===== src/rtl/bbl_pkg.sv =====
// Shared types and constants of the per-type byte budget limiter.
// Used by bbl_update, per_type_byte_budget_limiter and the testbench; depends on nothing.
`default_nettype none

package bbl_pkg;

  // Size of the per-type table
  localparam int TYPE_SLOTS = 131072;
  localparam int SLOT_BITS  = $clog2(TYPE_SLOTS);

  // Field widths
  localparam int TYPE_W   = 17;
  localparam int STAMP_W  = 32;
  localparam int LEN_W    = 16;
  localparam int BUDGET_W = 16;
  localparam int HDR_W    = 8;
  localparam int COUNT_W  = 32;
  localparam int COST_W   = LEN_W + 1;

  // Configuration register indexes and reset values
  localparam int CFG_IDX_W = 2;
  localparam int CFG_W     = 17;
  localparam logic [CFG_IDX_W-1:0] CFG_TYPE_LIMIT   = 2'd0;
  localparam logic [CFG_IDX_W-1:0] CFG_BUDGET_BYTES = 2'd1;
  localparam logic [CFG_IDX_W-1:0] CFG_HEADER_BYTES = 2'd2;
  localparam logic [TYPE_W-1:0]   TYPE_LIMIT_RST   = 17'd100000;
  localparam logic [BUDGET_W-1:0] BUDGET_BYTES_RST = 16'd2048;
  localparam logic [HDR_W-1:0]    HEADER_BYTES_RST = 8'd12;

  // Result status codes
  typedef enum logic [1:0] {
    STAT_OK   = 2'd0,
    STAT_DROP = 2'd1,
    STAT_OVER = 2'd2
  } status_t;

  // Control states
  typedef enum logic [1:0] {
    ST_CLEAR,
    ST_IDLE,
    ST_EXEC
  } state_t;

  // One table entry
  typedef struct packed {
    logic                valid;
    logic [BUDGET_W-1:0] budget;
    logic [STAMP_W-1:0]  stamp;
    logic [COUNT_W-1:0]  count;
  } entry_t;

  localparam int ENTRY_W = $bits(entry_t);

  // Configuration seen by the update logic
  typedef struct packed {
    logic [TYPE_W-1:0]   type_limit;
    logic [BUDGET_W-1:0] budget_bytes;
    logic [HDR_W-1:0]    header_bytes;
  } cfg_t;

  // Message held while it is worked on
  typedef struct packed {
    logic [TYPE_W-1:0]  mtype;
    logic [STAMP_W-1:0] stamp;
    logic [LEN_W-1:0]   length;
  } msg_t;

  // Result of one message plus the write-back decision
  typedef struct packed {
    logic                write;
    logic                accepted;
    status_t             status;
    logic [BUDGET_W-1:0] remaining;
    logic [COUNT_W-1:0]  count;
    logic                first;
  } result_t;

endpackage

`default_nettype wire


===== src/rtl/bbl_update.sv =====
// Read-modify-write logic for one table entry: refill, fit check, count.
// Depends on bbl_pkg.
`default_nettype none

module bbl_update
  import bbl_pkg::*;
(
  input  wire cfg_t    cfg,
  input  wire msg_t    msg,
  input  wire entry_t  entry_in,
  output      entry_t  entry_out,
  output      result_t result
);

  entry_t            cur;
  logic              first;
  logic              drop;
  logic [COST_W-1:0] cost;
  logic              fit;

  always_comb begin
    // Drop types above the limit or beyond the table
    drop = (msg.mtype > cfg.type_limit) ||
           ({{(32-TYPE_W){1'b0}}, msg.mtype} >= 32'(TYPE_SLOTS));

    // Create a first-seen entry, reload the budget on a new time stamp
    cur   = entry_in;
    first = 1'b0;
    if (!entry_in.valid) begin
      cur.valid  = 1'b1;
      cur.budget = cfg.budget_bytes;
      cur.stamp  = msg.stamp;
      cur.count  = '0;
      first      = 1'b1;
    end else if (entry_in.stamp != msg.stamp) begin
      cur.budget = cfg.budget_bytes;
      cur.stamp  = msg.stamp;
    end

    // Check the fit and deduct
    cost = {{(COST_W-HDR_W){1'b0}}, cfg.header_bytes} + {1'b0, msg.length};
    fit  = cost <= {1'b0, cur.budget};

    entry_out = cur;
    if (fit) begin
      entry_out.budget = cur.budget - cost[BUDGET_W-1:0];
      if (cur.count != '1) begin
        entry_out.count = cur.count + 1'b1;
      end
    end

    // Build the result
    result.write = !drop;
    if (drop) begin
      result.accepted  = 1'b0;
      result.status    = STAT_DROP;
      result.remaining = '0;
      result.count     = '0;
      result.first     = 1'b0;
    end else begin
      result.accepted  = fit;
      result.status    = fit ? STAT_OK : STAT_OVER;
      result.remaining = entry_out.budget;
      result.count     = entry_out.count;
      result.first     = first;
    end
  end

endmodule

`default_nettype wire


===== config.mk =====
export PLATFORM = sky130hd
export DESIGN_NAME = bbl_update
export DESIGN_NICKNAME = d
export VERILOG_FILES = /design/src/rtl/bbl_pkg.sv /design/src/rtl/bbl_update.sv
export SDC_FILE = /design/constraint.sdc
export NUM_CORES = 1
export LEC_CHECK = 0
export BUFFER_PORTS_ARGS = -buffer_cell sky130_fd_sc_hd__buf_2
export CAP_MARGIN = 10
export CORE_AREA = 2 2 124 126
export DETAILED_ROUTE_END_ITERATION = 8
export DIE_AREA = 0 0 126 128
export PLACE_DENSITY = 0.68
export RECOVER_POWER = 100
export SLEW_MARGIN = 10
export SYNTH_ARGS = -nofsm -noshare
export SYNTH_HDL_FRONTEND = slang
export SYNTH_SLANG_ARGS = --single-unit
export TNS_END_PERCENT = 5

===== constraint.sdc =====
create_clock -name vclk -period 8.7
set_input_delay 0.435 -clock vclk [all_inputs]
set_output_delay 0.435 -clock vclk [all_outputs]
set_load 0.005 [all_outputs]

==> flow_summary.toml, run 1 <==
[run_status]
status = "finished, violations left"
violations = "capacitance limit"

[timing]
fmax_ghz = 0.143
drv_slew = 0
whs_ns = 1.06
tightest_slew_ns = 1.43
period_share_pct = 80.3
max_slew_margin_pct = 4.24
rsz0062_at_grt = "no"
hold_viol_final = 0
period_needed_ns = 6.99
setup_tns_ns = 0
setup_viol = 0

[final_layout]
syn2layout_area_growth_pct = 35.1
multi_input_area_sq_um = 3810
utilization_pct = 38.8
n_clock_buffer = 0
seq_area_sq_um = 0
fillCellCount = 1690
drive_gt1_share_pct = 27.7
fin_cells = 1108
nNetsFinal = 1166
seq_cells = 0

[synth]
synth.net_count = 893
synthSimpleGateAreaFrac_pct = 33.2
ys_seq_area_share_pct = 0
yosysMostFrequentCell = "xnor2_1"
synth_compound_area_share_pct = 16.2
synth_cells = 648
synth_xor_area_share_pct = 17.0
yosysWarnings = 0
synth_common_cells = "xnor2_1 (61), ha_1 (56), inv_1 (56)"
synth_top_family_by_area = "simple AND/OR/NAND/NOR gates"
synth_mux_area_share_pct = 5.94
synthDistinctLibCells = 67
avgSynthCellArea_sq_um = 6.59
synth_largest_area_cell = "ha_1"
syn_area_sq_um = 4270
synth_top_area_share_pct = 16.4
synthAdderAreaFrac_pct = 17.3
synth.area.top_cells = "ha_1 (16%), xnor2_1 (13%), a21oi_1 (5.0%), inv_1 (4.9%), nand2_1 (4.8%)"

[pwr]
p_per_area_nw_per_um2 = 80.0
p_leak_nw = 2.96
power_mw = 0.461
ir_drop_uv = 66.8

[floorplanning]
ios = 321
num_rows = 45
core_sq_um = 14900
die_x_um = 126
initial_core_util_pct = 28.7
die_h_um = 128
dieArea_sq_um = 16100

[placed_design]
hpwlAfterDp_mm = 15.7
io_buffers = 320
place.gp.congestion = 0.941
dp.cells = 1106

[cts]
cts_setup_buffers = 0
ctsHoldBuffers = 0
ctsResizeCount = 0

[critical_path]
worstSetupPathType = "primary input to output pin"
path_cells = "buf_2 > inv_1 > nor2_1 > nand4_1 > mux2_1 > inv_1 > ha_1 > a21o_1 > a21oi_1 > o21ai_0 > a211oi_1 > nor2_1 > nor3b_4 > buf_8 > mux2_1 > and2_1 > buf_2"
crit_fanout = 23
cp-end-kind = "output pin"
cp_data_arrival_time_ns = 6.55
cp.required_ns = 8.27
cpPeakStageDelay_ns = 1.12
crit_slowest_cell = "nand4_1"
start_kind = "primary input"

[flow_run]
drv_cap = 1

[detailed_routing]
ant_nets = 0
drt_iter0_drc = 283
routed_wl_mm = 17.9
vias = 5524
viasPerCell = 4.99
first_pass_iters = 5
drc = 0
wl_per_cell_um = 16.1

[hold_path]
hp-class = "primary input to output pin"

[global_route]
grt-ovfl-total = 0
grt_max_degree = 33
grt_pass1_vias = 5151
grt_pass1_wl_mm = 26.5
grt_usage_pct = 20.3
antenna_found_initial = 1
[per-stage QoR]
stage | worst slack, ns | area (sq um)
floorplan | 4.15 | 4270
global placement | 2.08 | 5900
detailed placement | 1.97 | 5900
CTS | 1.95 | 5900
global route | 1.17 | 5770
finish | 1.71 | 5770
[worst max-delay path, delay by kind of cell]
kind            cells  cell delay [ns]
simple gates        5             2.36
buf+inv             5             1.25
mux                 2             1.15
compound gates      4             1.04
fa+ha+maj           1             0.29
[cell type report]
type               instances  share of cell area, %
diodes                     1                 0.0434
inverters                 57                   3.71
multi-input cells        540                   65.9
well taps                188                   4.08
repair buffers           322                   26.2
[layout by cell type (no fill, tap or decap), types with 8 or more instances in the layout]
cell type / synthesis / final
ha_1: 56 / 56
and2_1: 18 / 12
buf_2: 5 / 222
nand3_1: 24 / 24
clkbuf_1: 41 / 86
nor4_1: 13 / 13
inv_1: 56 / 56
xor2_1: 18 / 18
a21oi_1: 43 / 43
nand4_1: 21 / 22
clkbuf_2: 0 / 13
or2_0: 6 / 8
o21ai_0: 21 / 21
nor2_1: 55 / 56
nor3_1: 20 / 20
nand2_1: 55 / 55
a21o_1: 11 / 11
and3_1: 14 / 14
xnor2_1: 61 / 63
mux2i_1: 13 / 13
[power by group]
group | internal [mW] | switching (mW) | total, mW
logic | 0.202 | 0.259 | 0.461
clock network | 0.0000000154 | 0 | 0.0000000154
registers | 0 | 0 | 0
[routing by layer]
layer	global-route usage [%]	part of all wire, %	wire length [um]
met5	0	0	0
met4	2.91	1.7	307
met3	1.84	6.7	1200
met2	37.5	48	8600
met1	26.0	43	7770
[logic make-up (layout without fill, tap and decap cells)]
family,after synthesis,after routing
buffers and inverters,108,379
AND/OR/NAND/NOR,269,269
other,1,2
adder cells (fa/ha/maj),58,58
multiplexers,23,23
AO/OA/AOI/OAI,108,108
XOR/XNOR,81,81
[worst paths after layout]
check	start	endpoint	slack (ns)	cells after the start
max	entry_in[80]	result[34]	1.71	17
min	msg[17]	entry_out[33]	1.06	2
Power figures use the tool's default switching activity.
==> run 2: changes to the inputs <==
clock period = 6.6 ns   (was 8.7 ns; I/O delays follow)
==> flow_summary.toml, run 2 (synthesis results as in run 1) <==
[timing]
rsz0062_at_grt = "no"
tightest_slew_ns = 1.75
max_slew_margin_pct = -16.8
period_share_pct = 87.6
setup_tns_ns = 0
period_needed_ns = 5.78
fmax_ghz = 0.173
hold_viol_final = 0
drv_slew = 19
setup_viol = 0

[final_layout]
syn2layout_area_growth_pct = 35.2
n_clock_buffer = 0
final_common_cell = "buf_2"
seq_cells = 0
drive_gt1_share_pct = 28.4
final_cell_mix = "buf_2 (221), clkbuf_1 (84), xnor2_1 (63)"
multi_input_area_sq_um = 3810
fillCellCount = 1675
nNetsFinal = 1166
utilization_pct = 38.9
seq_area_sq_um = 0

[pwr]
p_per_area_nw_per_um2 = 105
ir_drop_uv = 91.2
p_leak_nw = 2.97

[floorplanning]
dieArea_sq_um = 16100
ios = 321
die_x_um = 126
initial_core_util_pct = 28.7
core_sq_um = 14900
die_h_um = 128
num_rows = 45

[detailed_routing]
highest_layer = "met4"
dr_wl_met2_mm = 8.63
routed_wl_mm = 17.8
drc = 0
ant_nets = 0
wl_per_cell_um = 16.1
wl_met3_mm = 1.20
drt_iter0_drc = 262
viasPerCell = 4.98
m1WireLength_mm = 7.74
first_pass_iters = 5
vias = 5520

[critical_path]
cp_data_arrival_time_ns = 5.45
worstSetupPathType = "primary input to output pin"
cp.required_ns = 6.27
crit_top_cell = "a21oi_1"
cpPeakStageDelay_ns = 0.65
path_cells = "buf_2 > ha_1 > a21oi_1 > a21oi_1 > o21ai_0 > a21boi_0 > o21ai_0 > a21oi_1 > and3_1 > xor2_1 > ha_1 > a21o_1 > a21oi_1 > o311ai_0 > a211oi_1 > nor2_1 > nor3b_4 > buf_4 > mux2_2 > and2_0 > buf_2"
start_kind = "primary input"
cp-end-kind = "output pin"
crit_slowest_cell = "a211oi_1"
crit_fanout = 32

[hold_path]
whs_path_depth = 2
hp-class = "primary input to output pin"

[placed_design]
io_buffers = 320
hpwlAfterDp_mm = 15.5
place.gp.congestion = 0.925

[global_route]
grt_max_degree = 33
grt_pass1_wl_mm = 26.6
antenna_found_initial = 2
grt-ovfl-total = 0
grt_usage_pct = 20.3
grt_pass1_vias = 5151

[cts]
cts_setup_buffers = 0
ctsResizeCount = 0
ctsHoldBuffers = 0

[run_status]
status = "finished, violations left"
violations = "capacitance limit, slew limit"

[flow_run]
drv_cap = 1
-- run 2: cell counts in the layout (fill, tap and decap cells not counted) --
No cell type changed its count.
-- run 2: per-stage QoR --
step	worst slack, ns	hold slack [ns]	cells	total power, mW	area (sq um)
after floorplan	2.26	0.739	648	0.374	4270
after global placement	1.17	0.853	1107	0.618	5900
after detailed placement	1.08	0.855	1107	0.620	5900
after CTS	1.05	0.855	1107	0.625	5900
after global routing	0.394	0.860	1108	0.677	5780
final	0.821	0.854	1108	0.607	5780
-- run 2: layer usage --
layer  up-vias  global-route usage (%)
li1       2765                       -
met1      2501                    26.1
met2       238                    37.5
met3        16                    2.34
met4         0                    2.33
met5         -                       0
-- run 2: worst max-delay path: cells and delay by family --
family / cells / cell delay [ns]
AOI/OAI and AO/OA: 10 / 2.52
and+or+nand+nor: 4 / 0.87
buffers and inverters: 3 / 0.60
adders and majority gates: 2 / 0.55
muxes: 1 / 0.39
xor gates and xnor gates: 1 / 0.16
-- run 2: area by class of cell --
class	instances	share of cell area, %
inverters	57	3.70
diodes	1	0.0433
well taps	188	4.07
multi-input cells	540	66.0
repair buffers	322	26.2
-- run 2: worst paths after layout --
check,startpoint,end,slack (ns)
setup / recovery,cfg[2],result[36],0.82
hold / removal,msg[41],entry_out[57],0.85
-- run 2: power by group --
part / switching [mW] / total (mW) / internal, mW
logic: 0.342 / 0.607 / 0.265
registers: 0 / 0 / 0
clock network: 0 / 0.0000000203 / 0.0000000203
