File: config.mk
export PLATFORM = sky130hd
export DESIGN_NAME = bbl_ram
export DESIGN_NICKNAME = d
export VERILOG_FILES = /design/src/rtl/bbl_ram.sv
export SDC_FILE = /design/constraint.sdc
export NUM_CORES = 1
export LEC_CHECK = 0
export BUFFER_PORTS_ARGS = -buffer_cell sky130_fd_sc_hd__buf_4
export CAP_MARGIN = 0
export CORE_ASPECT_RATIO = 0.5
export CORE_MARGIN = 3
export CORE_UTILIZATION = 25
export CTS_BUF_LIST = sky130_fd_sc_hd__clkbuf_2
export DETAILED_ROUTE_END_ITERATION = 8
export GPL_TIMING_DRIVEN = 0
export PLACE_DENSITY = 0.38
export SLEW_MARGIN = 0
export SYNTH_ARGS = -nofsm -noshare
export SYNTH_HDL_FRONTEND = slang
export SYNTH_SLANG_ARGS = --single-unit
File: constraint.sdc
create_clock -name clk -period 2.06 [get_ports clk]
set_input_delay 0.103 -clock clk [delete_from_list [all_inputs] [get_ports clk]]
set_output_delay 0.103 -clock clk [all_outputs]
set_load 0.02 [all_outputs]
File: src/rtl/bbl_ram.sv
// Generic single-port-write, single-port-read synchronous RAM.
// Registered read data; no dependencies.
`default_nettype none

module bbl_ram #(
  parameter int WIDTH = 8,
  parameter int DEPTH = 16
) (
  input  wire logic                     clk,
  input  wire logic                     we,
  input  wire logic [$clog2(DEPTH)-1:0] waddr,
  input  wire logic [WIDTH-1:0]         wdata,
  input  wire logic                     re,
  input  wire logic [$clog2(DEPTH)-1:0] raddr,
  output      logic [WIDTH-1:0]         rdata
);

  logic [WIDTH-1:0] mem [DEPTH];

  // Write port
  always_ff @(posedge clk) begin
    if (we) begin
      mem[waddr] <= wdata;
    end
  end

  // Read port, data held between reads
  always_ff @(posedge clk) begin
    if (re) begin
      rdata <= mem[raddr];
    end
  end

endmodule

`default_nettype wire

==> summary.log, run 1 <==
INFO  outcome        run_status=completed
INFO  setup_path     r2r.worst_path.cells=3
INFO  synthesis      ys_ff_latch=136
INFO  synthesis      synth_top_cells_by_area=sky130_fd_sc_hd__edfxtp_1 78%, sky130_fd_sc_hd__mux4_2 7.8%, sky130_fd_sc_hd__mux4_1 7.0%
INFO  power_and_ir_drop power_frac_seq=0.626
INFO  floorplanning  dieWidth=211um
INFO  sta            layout_worst_path_cycle_share=0.895
INFO  synthesis      seq_area_frac_synth=0.781
INFO  grt            grt_antenna_before_repair=1
INFO  cts            root_buffer=sky130_fd_sc_hd__clkbuf_2
INFO  power_and_ir_drop power.total=5.00mW
INFO  cts            clk_latency=0.67ns
INFO  finish         design.final.nets=307
INFO  setup_path     critPathRequiredTime=2.48ns
INFO  cts            cts_inserted_buffers=17
INFO  routing        wl_per_cell=20.1um
INFO  routing        routed-via-count=2,438
INFO  sta            final.min_clock_period=1.84ns
INFO  setup_path     cp_class=flip-flop to flip-flop
INFO  sta            rsz0062_at_grt=no
INFO  cts            cts.repair_timing.setup_buffer_count=0
INFO  synthesis      netlist_area=0.00523sqmm
INFO  routing        routed_wl=11.4mm
INFO  synthesis      synthesis.instances=229
INFO  power_and_ir_drop internal-power=3.81mW
INFO  sta            fmax=542MHz
INFO  setup_path     slowest_delay=0.54ns
INFO  finish         drive_gt1_frac=0.286
INFO  floorplanning  floorplan.initialDensity=0.261
INFO  routing        final_antenna_violating_net_count=0
INFO  power_and_ir_drop vdd_ir_drop_max=265uV
INFO  grt            via_count_of_the_first_global_routing_pass=2,668
INFO  placed_design  buffer_ports.inserted=25
INFO  sta            fin_ws=0.217ns
INFO  placed_design  gp_congestion=0.784
INFO  synthesis      post_synth.cell_area_avg=22.8squm
INFO  floorplanning  fp.dieArea=0.0228sqmm
INFO  floorplanning  die_h=108um
INFO  finish         area_added_between_synthesis_and_finish=17.3%
INFO  synthesis      synth_fp_nets=248
INFO  job            max_cap_violations=0
INFO  finish         layout_common_cells=136 x sky130_fd_sc_hd__edfxtp_1, 26 x sky130_fd_sc_hd__buf_4, 18 x sky130_fd_sc_hd__mux4_2, 18 x sky130_fd_sc_hd__clkbuf_2, 16 x sky130_fd_sc_hd__a22oi_1
INFO  sta            slew_headroom=0.179
INFO  synthesis      synth_top_cell_by_area=sky130_fd_sc_hd__edfxtp_1
INFO  routing        routed_via_density=4.29
INFO  power_and_ir_drop power_frac_clock=0.302
INFO  floorplanning  core_area=0.0200sqmm
INFO  placed_design  post-dp-hpwl=7.59mm
INFO  cts            clock_slew_seen_by_the_registers_of_the_worst_setup_and_hold_paths=0.21ns
INFO  power_and_ir_drop p_sw=1.19mW
INFO  grt            grt-ovfl-total=0
INFO  floorplanning  floorplan.rows=36
INFO  power_and_ir_drop p_leak=1.97nW
INFO  setup_path     timing.critical_path.from_type=flip-flop
INFO  power_and_ir_drop pwr_density_cell=815mW/mm^2
INFO  setup_path     startpoint_of_the_most_critical_register_to_register_path=mem[1][3]$_DFFE_PP_
INFO  setup_path     launch_point_of_the_worst_path=mem[1][3]$_DFFE_PP_
INFO  power_and_ir_drop switch_share=0.237
INFO  sta            finalSetupViolCount=0
INFO  setup_path     critical_path.endpoint=rdata[3]$_DFFE_PP_
INFO  sta            worst_clock_skew=0.0175ns
INFO  cts            clkSinkCount=136
INFO  min_path       worstHoldPathType=input port to flip-flop
INFO  finish         finalCoreUtilization=0.307
INFO  routing        firstDrtPassIters=4
INFO  cts            tritoncts_clock_tree=done
INFO  cts            buffer_levels_on_the_longest_clock_path=2
INFO  grt            grt_pass1_wl=17.2mm
INFO  grt            grt_max_degree=17
INFO  routing        drcViolationCount=0
INFO  routing        initialDrtViolationCount=177
INFO  sta            transition_time_at_the_pin_with_the_least_slew_margin=1.22ns
INFO  setup_path     arrival_time_reported_for_the_critical_path_endpoint=2.27ns
INFO  setup_path     regToRegSetupSlack=0.22ns
INFO  setup_path     r2r-end=rdata[3]$_DFFE_PP_
INFO  power_and_ir_drop combinationalPowerShare=0.072
INFO  cts            htree_levels=4
INFO  setup_path     highest_fanout_seen_on_the_critical_path=1
INFO  sta            timing.final.hold_violations=0
INFO  synthesis      ys.warnings.count=0
INFO  finish         layout_commonest_cell=sky130_fd_sc_hd__edfxtp_1
INFO  sta            slew_violations=0
INFO  setup_path     crit_slowest_cell=sky130_fd_sc_hd__mux4_1
INFO  setup_path     end_kind=flip-flop
INFO  grt            globalRouteTotalUtil=0.108
INFO  floorplanning  io_pins=27
INFO  synthesis      yosysTopAreaCellShare=0.781
INFO  setup_path     crit_chain=mux4_1 > a22oi_1 > nand2_1
INFO  synthesis      synthDistinctLibCells=18
INFO  placed_design  dp_slack=-0.324ns
-- worst min path at each step --
stage	startpoint	end	slack, ns	depth (start not counted)
after global routing	we	mem[4][0]$_DFFE_PP_	0.007	3
after detailed placement	re	rdata[4]$_DFFE_PP_	0.39	1
after global placement	re	rdata[5]$_DFFE_PP_	0.38	1
after floorplan	wdata[0]	mem[0][0]$_DFFE_PP_	0.20	0
after CTS	waddr[2]	mem[3][3]$_DFFE_PP_	0.05	3
final	we	mem[4][5]$_DFFE_PP_	0.04	3
-- power groups by stage --
| stage | clock [mW] | combinational (mW) | sequential, mW |
|---|---|---|---|
| 2_1_floorplan | 0 | 0.157 | 3.20 |
| 3_3_place_gp | 0 | 0.339 | 3.19 |
| 3_5_place_dp | 0 | 0.344 | 3.19 |
| 4_1_cts | 1.55 | 0.362 | 3.13 |
| 5_1_grt | 1.68 | 0.390 | 3.13 |
| 6_report | 1.51 | 0.361 | 3.13 |
-- critical path, delay by kind of cell, from the launching register on --
| family | cells | cell delay, ns |
|---|---|---|
| flops | 1 | 0.41 |
| mux | 1 | 0.54 |
| compound gates | 1 | 0.54 |
| simple gates | 1 | 0.10 |
-- metal layers --
layer  wire length (um)  part of all wire  track usage
met5                  0                 0            0
met1               5470              0.48        0.143
met2               5390              0.47        0.177
met4                109            0.0095       0.0286
met3                454             0.040       0.0313
-- timing repair --
action	in CTS	in global routing
hold buffers	11	3
resized for setup	0	0
hold endpoints to repair	168	13
-- synthesized netlist by cell type --
master and number:
sky130_fd_sc_hd__a22oi_1 16, sky130_fd_sc_hd__and2_1 1, sky130_fd_sc_hd__and2b_1 1, sky130_fd_sc_hd__buf_2 3, sky130_fd_sc_hd__buf_4 1, sky130_fd_sc_hd__buf_6 3
sky130_fd_sc_hd__clkdlybuf4s25_2 3, sky130_fd_sc_hd__edfxtp_1 136, sky130_fd_sc_hd__mux4_1 14, sky130_fd_sc_hd__mux4_2 18, sky130_fd_sc_hd__nand2_1 9, sky130_fd_sc_hd__nand2b_1 2
sky130_fd_sc_hd__nand3_1 1, sky130_fd_sc_hd__nand3b_1 2, sky130_fd_sc_hd__nor2_1 13, sky130_fd_sc_hd__nor2b_1 1, sky130_fd_sc_hd__nor3_1 4, sky130_fd_sc_hd__or3b_2 1
-- per-stage QoR --
stage | cells | TNS, ns | hold slack (ns) | instance area [sq um]
after global placement | 520 | -1.36 | 0.375 | 5750
after global routing | 568 | 0 | 0.00719 | 6130
after floorplan | 229 | 0 | 0.202 | 5230
after CTS | 563 | 0 | 0.0485 | 6080
final | 568 | 0 | 0.0425 | 6130
after detailed placement | 520 | -2.59 | 0.386 | 5750
-- sequential cells by signal (all words and copies together), names as in the netlist --
name	count
mem	128
rdata	8
-- final cells by class --
| type | count | area, sq um |
|---|---|---|
| Fill cell | 1952 | 13900 |
| Timing Repair Buffer | 40 | 335 |
| Clock inverter | 14 | 133 |
| Clock buffer | 18 | 90.1 |
| Multi-Input combinational cell | 83 | 1070 |
| Antenna cell | 1 | 2.50 |
| Sequential cell | 136 | 4080 |
| Buffer | 10 | 86.3 |
| Tap cell | 266 | 333 |
-- kinds of logic after synthesis --
| group | synth area share |
|---|---|
| muxes | 0.148 |
| AOI/OAI and AO/OA | 0.0230 |
| and+or+nand+nor | 0.0314 |
| DFF | 0.781 |
| buffers and inverters | 0.0165 |
(Power assumes the default switching activity.)
==> inputs of run 2 (changes only) <==
--- a/config.mk
+++ b/config.mk
@@ -9,11 +9,11 @@
 export CAP_MARGIN = 0
 export CORE_ASPECT_RATIO = 0.5
 export CORE_MARGIN = 3
-export CORE_UTILIZATION = 25
+export CORE_UTILIZATION = 45
 export CTS_BUF_LIST = sky130_fd_sc_hd__clkbuf_2
 export DETAILED_ROUTE_END_ITERATION = 8
 export GPL_TIMING_DRIVEN = 0
-export PLACE_DENSITY = 0.38
+export PLACE_DENSITY = 0.61
 export SLEW_MARGIN = 0
 export SYNTH_ARGS = -nofsm -noshare
 export SYNTH_HDL_FRONTEND = slang
==> summary.log, run 2 (synthesis results as in run 1) <==
INFO  outcome        run_status=completed
INFO  sta            slew_headroom=0.0987 [-0.0802]
INFO  power_and_ir_drop combinationalPowerShare=0.068 [-0.004]
INFO  cts            htree_levels=4 [unchanged]
INFO  power_and_ir_drop internal-power=3.94mW [+3.4%]
INFO  grt            grt-ovfl-total=0 [unchanged]
INFO  min_path       timing.hold.worst.start=waddr[3]
INFO  setup_path     critical_path.n_buffers_inverters=0 [unchanged]
INFO  grt            grt_antenna_before_repair=0 [-1]
INFO  sta            layout_worst_path_cycle_share=0.849 [-0.0462]
INFO  power_and_ir_drop switch_share=0.216 [-0.0207]
INFO  setup_path     regToRegSetupSlack=0.31ns [+0.10 ns]
INFO  setup_path     timing.critical_path.from_type=flip-flop
INFO  routing        final_antenna_violating_net_count=0 [unchanged]
INFO  finish         max_ffs_per_register=128 [unchanged]
INFO  cts            cts_inserted_buffers=17 [unchanged]
INFO  routing        initialDrtViolationCount=256 [+45%]
INFO  setup_path     startpoint_of_the_most_critical_register_to_register_path=mem[4][3]$_DFFE_PP_
INFO  placed_design  buffer_ports.inserted=25 [unchanged]
INFO  grt            grt_pass1_wl=14.7mm [-14%]
INFO  sta            fin_ws=0.312ns [+0.0951 ns]
INFO  setup_path     launch_point_of_the_worst_path=mem[4][3]$_DFFE_PP_
INFO  power_and_ir_drop power_frac_clock=0.311 [+0.009]
INFO  floorplanning  fp.dieArea=0.0130sqmm [-43%]
INFO  sta            finalSetupViolCount=0 [unchanged]
INFO  floorplanning  dieWidth=158um [-25%]
INFO  sta            worst_clock_skew=0.0226ns [+0.00510 ns]
INFO  cts            clock_slew_seen_by_the_registers_of_the_worst_setup_and_hold_paths=0.19ns [-0.02 ns]
INFO  placed_design  dp_slack=-0.0898ns [+0.235 ns]
INFO  placed_design  dp_cells=399 [-23%]
INFO  finish         drive_gt1_frac=0.286 [+0.000481]
INFO  cts            cts_hold_buffers=11 [unchanged]
INFO  finish         area_added_between_synthesis_and_finish=13.8%
INFO  sta            transition_time_at_the_pin_with_the_least_slew_margin=1.34ns [+0.119 ns]
INFO  floorplanning  io_pins=27 [unchanged]
INFO  power_and_ir_drop vdd_ir_drop_max=346uV [+30%]
INFO  setup_path     cp_class=flip-flop to flip-flop
INFO  sta            fmax=572MHz [+5.4%]
INFO  setup_path     highest_fanout_seen_on_the_critical_path=1 [unchanged]
INFO  cts            root_buffer=sky130_fd_sc_hd__clkbuf_2
INFO  floorplanning  floorplan.initialDensity=0.469 [+0.208]
INFO  grt            via_count_of_the_first_global_routing_pass=2,417 [-9.4%]
INFO  finish         design.final.nets=303 [-1.3%]
INFO  finish         diodes=0 [-1]
INFO  finish         layout_common_cells=136 x sky130_fd_sc_hd__edfxtp_1, 26 x sky130_fd_sc_hd__buf_4, 21 x sky130_fd_sc_hd__clkbuf_2
INFO  finish         top_register=mem
INFO  job            max_cap_violations=0 [unchanged]
INFO  cts            cts.repair_timing.setup_buffer_count=0 [unchanged]
INFO  setup_path     worst-path-stages=3 [unchanged]
INFO  floorplanning  floorplan.rows=27 [-25%]
INFO  finish         reg.largest.list=mem x128, rdata x8
INFO  power_and_ir_drop p_sw=1.09mW [-8.1%]
INFO  cts            cts.repair.resized=0 [unchanged]
INFO  min_path       holdPathStages=3 [unchanged]
INFO  grt            globalRouteTotalUtil=0.164 [+0.0562]
INFO  finish         instances_no_fill=442 [-22%]
INFO  routing        routed_wl=9.82mm [-14%]
INFO  setup_path     end_kind=flip-flop
INFO  cts            clk_latency=0.66ns [about the same]
INFO  setup_path     worst_path_dominant_cell_family=multiplexers
INFO  cts            clkSinkCount=136 [unchanged]
INFO  min_path       worstHoldPathType=input port to flip-flop
INFO  routing        firstDrtPassIters=5 [+1]
INFO  grt            grt_max_degree=17 [unchanged]
INFO  placed_design  gp_congestion=0.793 [+1.0%]
INFO  power_and_ir_drop power_frac_seq=0.622 [-0.004]
INFO  floorplanning  core_area=0.0111sqmm [-44%]
INFO  placed_design  post-dp-hpwl=6.48mm [-15%]
INFO  sta            rsz0062_at_grt=no
INFO  cts            buffer_levels_on_the_longest_clock_path=2 [unchanged]
INFO  routing        routed-via-count=2,441 [+0.12%]
INFO  sta            final.min_clock_period=1.75ns [-0.0951 ns]
INFO  routing        wl_per_cell=22.2um [+10%]
INFO  sta            finalHoldWorstSlack=0.0534ns [+0.0109 ns]
INFO  sta            timing.final.hold_violations=0 [unchanged]
INFO  finish         layout_commonest_cell=sky130_fd_sc_hd__edfxtp_1
INFO  routing        drcViolationCount=0 [unchanged]
INFO  floorplanning  die_h=82.2um [-24%]
INFO  power_and_ir_drop p_leak=1.97nW [about the same]
INFO  setup_path     critPathRequiredTime=2.46ns [-0.02 ns]
INFO  setup_path     crit_chain=mux4_1 > a22oi_1 > nand2_1
INFO  power_and_ir_drop pwr_density_cell=846mW/mm^2 [+3.7%]
INFO  sta            slew_violations=0 [unchanged]
INFO  setup_path     crit_slowest_cell=sky130_fd_sc_hd__mux4_1
INFO  setup_path     r2r.worst_path.cells=3 [unchanged]
INFO  setup_path     slowest_delay=0.54ns [about the same]
INFO  setup_path     arrival_time_reported_for_the_critical_path_endpoint=2.15ns [-0.12 ns]
INFO  routing        routed_via_density=5.52 [+29%]
INFO  cts            tritoncts_clock_tree=done
-- run 2: worst min-delay path: cells and delay by family --
kind	cells	cell delay (ns)
simple gates	2	0.34
buf+inv	1	0.09
-- run 2: through the flow --
stage	utilization	TNS (ns)	power, mW	area [sq um]
finish	0.533	0	5.03	5950
global route	0.533	0	5.23	5950
CTS	0.533	0	5.07	5940
detailed placement	0.502	-0.715	3.52	5600
global placement	0.502	-0.757	3.50	5600
floorplan	-	0	3.36	5230
-- run 2: final cells by class --
cell class	count	area (sq um)
buffer	10	86.3
clock buffer	21	105
clock inverter	11	130
fill	877	5200
multi-input combinational	83	1060
sequential	136	4080
tap	145	181
timing repair buffer	36	298
-- run 2: path summary, 6_finish.rpt --
path / endpoint
max: rdata[3]$_DFFE_PP_
min reg2reg: rdata[1]$_DFFE_PP_
min: mem[4][6]$_DFFE_PP_
max reg2reg: rdata[3]$_DFFE_PP_
-- run 2: per-layer routing --
metal  global-route usage  wire [um]
met5                    0          0
met4               0.0567        127
met3               0.0390        490
met2                0.251       4740
met1                0.237       4460
-- run 2: power by group through the flow --
| stage | clock network, mW | registers (mW) | logic, mW |
|---|---|---|---|
| after floorplan | 0 | 3.20 | 0.157 |
| after global placement | 0 | 3.19 | 0.320 |
| after detailed placement | 0 | 3.19 | 0.327 |
| after CTS | 1.59 | 3.13 | 0.345 |
| after global routing | 1.73 | 3.13 | 0.368 |
| final | 1.56 | 3.13 | 0.342 |
==> inputs of run 3 (changes only) <==
--- a/config.mk
+++ b/config.mk
@@ -13,7 +13,7 @@
 export CTS_BUF_LIST = sky130_fd_sc_hd__clkbuf_2
 export DETAILED_ROUTE_END_ITERATION = 8
 export GPL_TIMING_DRIVEN = 0
-export PLACE_DENSITY = 0.61
+export PLACE_DENSITY = 0.63
 export SLEW_MARGIN = 0
 export SYNTH_ARGS = -nofsm -noshare
 export SYNTH_HDL_FRONTEND = slang
==> constraint.sdc (replaced) <==
create_clock -name clk -period 1.5 [get_ports clk]
set_input_delay 0.075 -clock clk [delete_from_list [all_inputs] [get_ports clk]]
set_output_delay 0.075 -clock clk [all_outputs]
set_load 0.02 [all_outputs]
==> summary.log, run 3 (synthesis results as in run 1) <==
INFO  finish         area_of_the_multi_input_gates=0.00109sqmm [+2.8%]
INFO  min_path       worstHoldPathType=input port to flip-flop
INFO  setup_path     cp_class=flip-flop to flip-flop
INFO  sta            slew_headroom=0.201 [+0.102]
INFO  sta            finalHoldWorstSlack=-0.00221ns [-0.0556 ns]
INFO  grt            globalRouteTotalUtil=0.174 [+0.00922]
INFO  placed_design  gp_congestion=0.801 [+1.1%]
INFO  sta            rsz0062_at_grt=yes
INFO  placed_design  post-dp-hpwl=6.70mm [+3.4%]
INFO  power_and_ir_drop p_leak=2.00nW [+1.1%]
INFO  sta            worst_clock_skew=0.0315ns [+0.00893 ns]
INFO  routing        route.layer.met1.wl=4.47mm [+0.20%]
INFO  outcome        violations=hold timing, setup timing
INFO  cts            clkSinkCount=136 [unchanged]
INFO  setup_path     critPathRequiredTime=1.92ns [-0.54 ns]
INFO  setup_path     highest_fanout_seen_on_the_critical_path=1 [unchanged]
INFO  finish         diodes=0 [unchanged]
INFO  setup_path     arrival_time_reported_for_the_critical_path_endpoint=1.97ns [-0.18 ns]
INFO  floorplanning  dieWidth=158um [unchanged]
INFO  cts            clock_slew_seen_by_the_registers_of_the_worst_setup_and_hold_paths=0.18ns [about the same]
INFO  setup_path     end_kind=flip-flop
INFO  floorplanning  fp.dieArea=0.0130sqmm [unchanged]
INFO  floorplanning  io_pins=27 [unchanged]
INFO  finish         design.final.nets=308 [+1.7%]
INFO  floorplanning  floorplan.initialDensity=0.469 [unchanged]
INFO  cts            cts_inserted_buffers=17 [unchanged]
INFO  cts            clk_latency=0.66ns [about the same]
INFO  sta            slew_violations=0 [unchanged]
INFO  setup_path     timing.critical_path.from_type=flip-flop
INFO  sta            fin_ws=-0.0553ns [-0.367 ns]
INFO  outcome        run_status=finished with violations
INFO  routing        final_antenna_violating_net_count=0 [unchanged]
INFO  placed_design  buffer_ports.inserted=25 [unchanged]
INFO  routing        routed_via_density=5.50 [-0.49%]
INFO  sta            finalSetupViolCount=3 [+3]
INFO  grt            grt_pass1_wl=15.6mm [+6.0%]
INFO  routing        drcViolationCount=0 [unchanged]
INFO  sta            fmax=643MHz [+12%]
INFO  job            max_cap_violations=0 [unchanged]
INFO  routing        firstDrtPassIters=5 [unchanged]
INFO  finish         regArea=0.00408sqmm [unchanged]
INFO  finish         layout_commonest_cell=sky130_fd_sc_hd__edfxtp_1
INFO  floorplanning  die_h=82.2um [unchanged]
INFO  placed_design  dp_cells=399 [unchanged]
INFO  sta            final.min_clock_period=1.56ns [-0.193 ns]
INFO  power_and_ir_drop power.total=7.29mW [+45%]
INFO  finish         drive_gt1_frac=0.326 [+0.0394]
INFO  finish         area_added_between_synthesis_and_finish=16.0%
INFO  sta            timing.final.hold_violations=5 [+5]
INFO  power_and_ir_drop vdd_ir_drop_max=457uV [+32%]
INFO  cts            tritoncts_clock_tree=done
INFO  grt            grt_max_degree=17 [unchanged]
INFO  sta            final.setup.tns=-0.0978ns [-0.0978 ns]
INFO  finish         finalCoreUtilization=0.544 [+0.0104]
INFO  floorplanning  core_area=0.0111sqmm [unchanged]
INFO  routing        routed-via-count=2,451 [+0.41%]
INFO  cts            buffer_levels_on_the_longest_clock_path=2 [unchanged]
INFO  finish         top_register=mem
INFO  finish         layout_common_cells=136 x sky130_fd_sc_hd__edfxtp_1, 26 x sky130_fd_sc_hd__buf_4, 22 x sky130_fd_sc_hd__mux4_2
INFO  sta            layout_worst_path_cycle_share=1.04 [+0.188]
INFO  floorplanning  floorplan.rows=27 [unchanged]
INFO  cts            cts.repair_timing.setup_buffer_count=0 [unchanged]
INFO  cts            htree_levels=4 [unchanged]
INFO  sta            transition_time_at_the_pin_with_the_least_slew_margin=1.19ns [-0.152 ns]
INFO  grt            via_count_of_the_first_global_routing_pass=2,616 [+8.2%]
INFO  grt            grt_antenna_before_repair=0 [unchanged]
INFO  finish         count_of_filler_cells_inserted_in_the_layout=858 [-2.2%]
INFO  finish         instances_no_fill=446 [+0.90%]
INFO  routing        initialDrtViolationCount=287 [+12%]
INFO  routing        routed_wl=10.2mm [+3.9%]
INFO  cts            root_buffer=sky130_fd_sc_hd__clkbuf_2
INFO  finish         reg.largest.list=mem x128, rdata x8
INFO  routing        met2WireLength=4.97mm [+4.9%]
INFO  finish         max_ffs_per_register=128 [unchanged]
INFO  grt            grt-ovfl-total=0 [unchanged]
INFO  routing        highest_layer=met4
INFO  routing        detailroute.wirelength.met3=651um [+33%]
INFO  power_and_ir_drop pwr_density_cell=1200mW/mm^2 [+42%]
INFO  routing        wl_per_cell=22.9um [+3.0%]
-- run 3: changes by cell type in the layout (fill, tap and decap cells not counted), sizes merged --
cell,change
clkbuf,-1
dlygate4sd3,+4
bufinv,+2
clkinvlp,-1
-- run 3: layer usage --
layer / GRT usage / vias to the layer above
li1: - / 1098
met1: 0.237 / 1272
met2: 0.270 / 71
met3: 0.0521 / 10
met4: 0.0627 / 0
met5: 0 / -
-- run 3: where the power goes --
group          total, mW  switching (mW)  internal [mW]  leakage (nW)
clock network       2.49            1.25           1.24         0.170
registers           4.30          0.0201           4.28          1.24
logic              0.498           0.276          0.222         0.590
total               7.29            1.55           5.74          2.00
-- run 3: timing repair --
action / CTS / global route
pin swaps: 4 / 3
endpoints found under the hold margin: 170 / 28
hold buffers: 12 / 3
resized for setup: 9 / 5
setup endpoints to repair: 8 / 16
-- run 3: area by class of cell --
class                           instances  area share
Timing Repair Buffer                   41      0.0565
Clock inverter                         12      0.0299
Clock buffer                           19      0.0157
Sequential cell                       136       0.674
Multi-Input combinational cell         83       0.180
Buffer                                 10      0.0142
Tap cell                              145      0.0299
-- run 3: critical path, cell delays in order (launching register included) --
cell and delay (ns):
sky130_fd_sc_hd__edfxtp_1 0.41, sky130_fd_sc_hd__mux4_2 0.51, sky130_fd_sc_hd__a22oi_2 0.30, sky130_fd_sc_hd__nand2_1 0.10
-- run 3: metrics by stage --
step | cell area, sq um | setup WS (ns)
final | 6060 | -0.0553
after CTS | 6010 | -0.0405
after global routing | 6060 | -0.105
after detailed placement | 5600 | -0.314
after global placement | 5600 | -0.302
after floorplan | 5230 | 0.143
-- run 3: final timing paths --
check                             from                   to  slack, ns  cells past startpoint
setup / recovery   mem[3][2]$_DFFE_PP_   rdata[2]$_DFFE_PP_      -0.06                      3
hold / removal                waddr[2]  mem[0][3]$_DFFE_PP_     -0.002                      3
setup reg to reg   mem[3][2]$_DFFE_PP_   rdata[2]$_DFFE_PP_      -0.06                      3
hold reg to reg   mem[13][1]$_DFFE_PP_   rdata[1]$_DFFE_PP_       0.75                      3
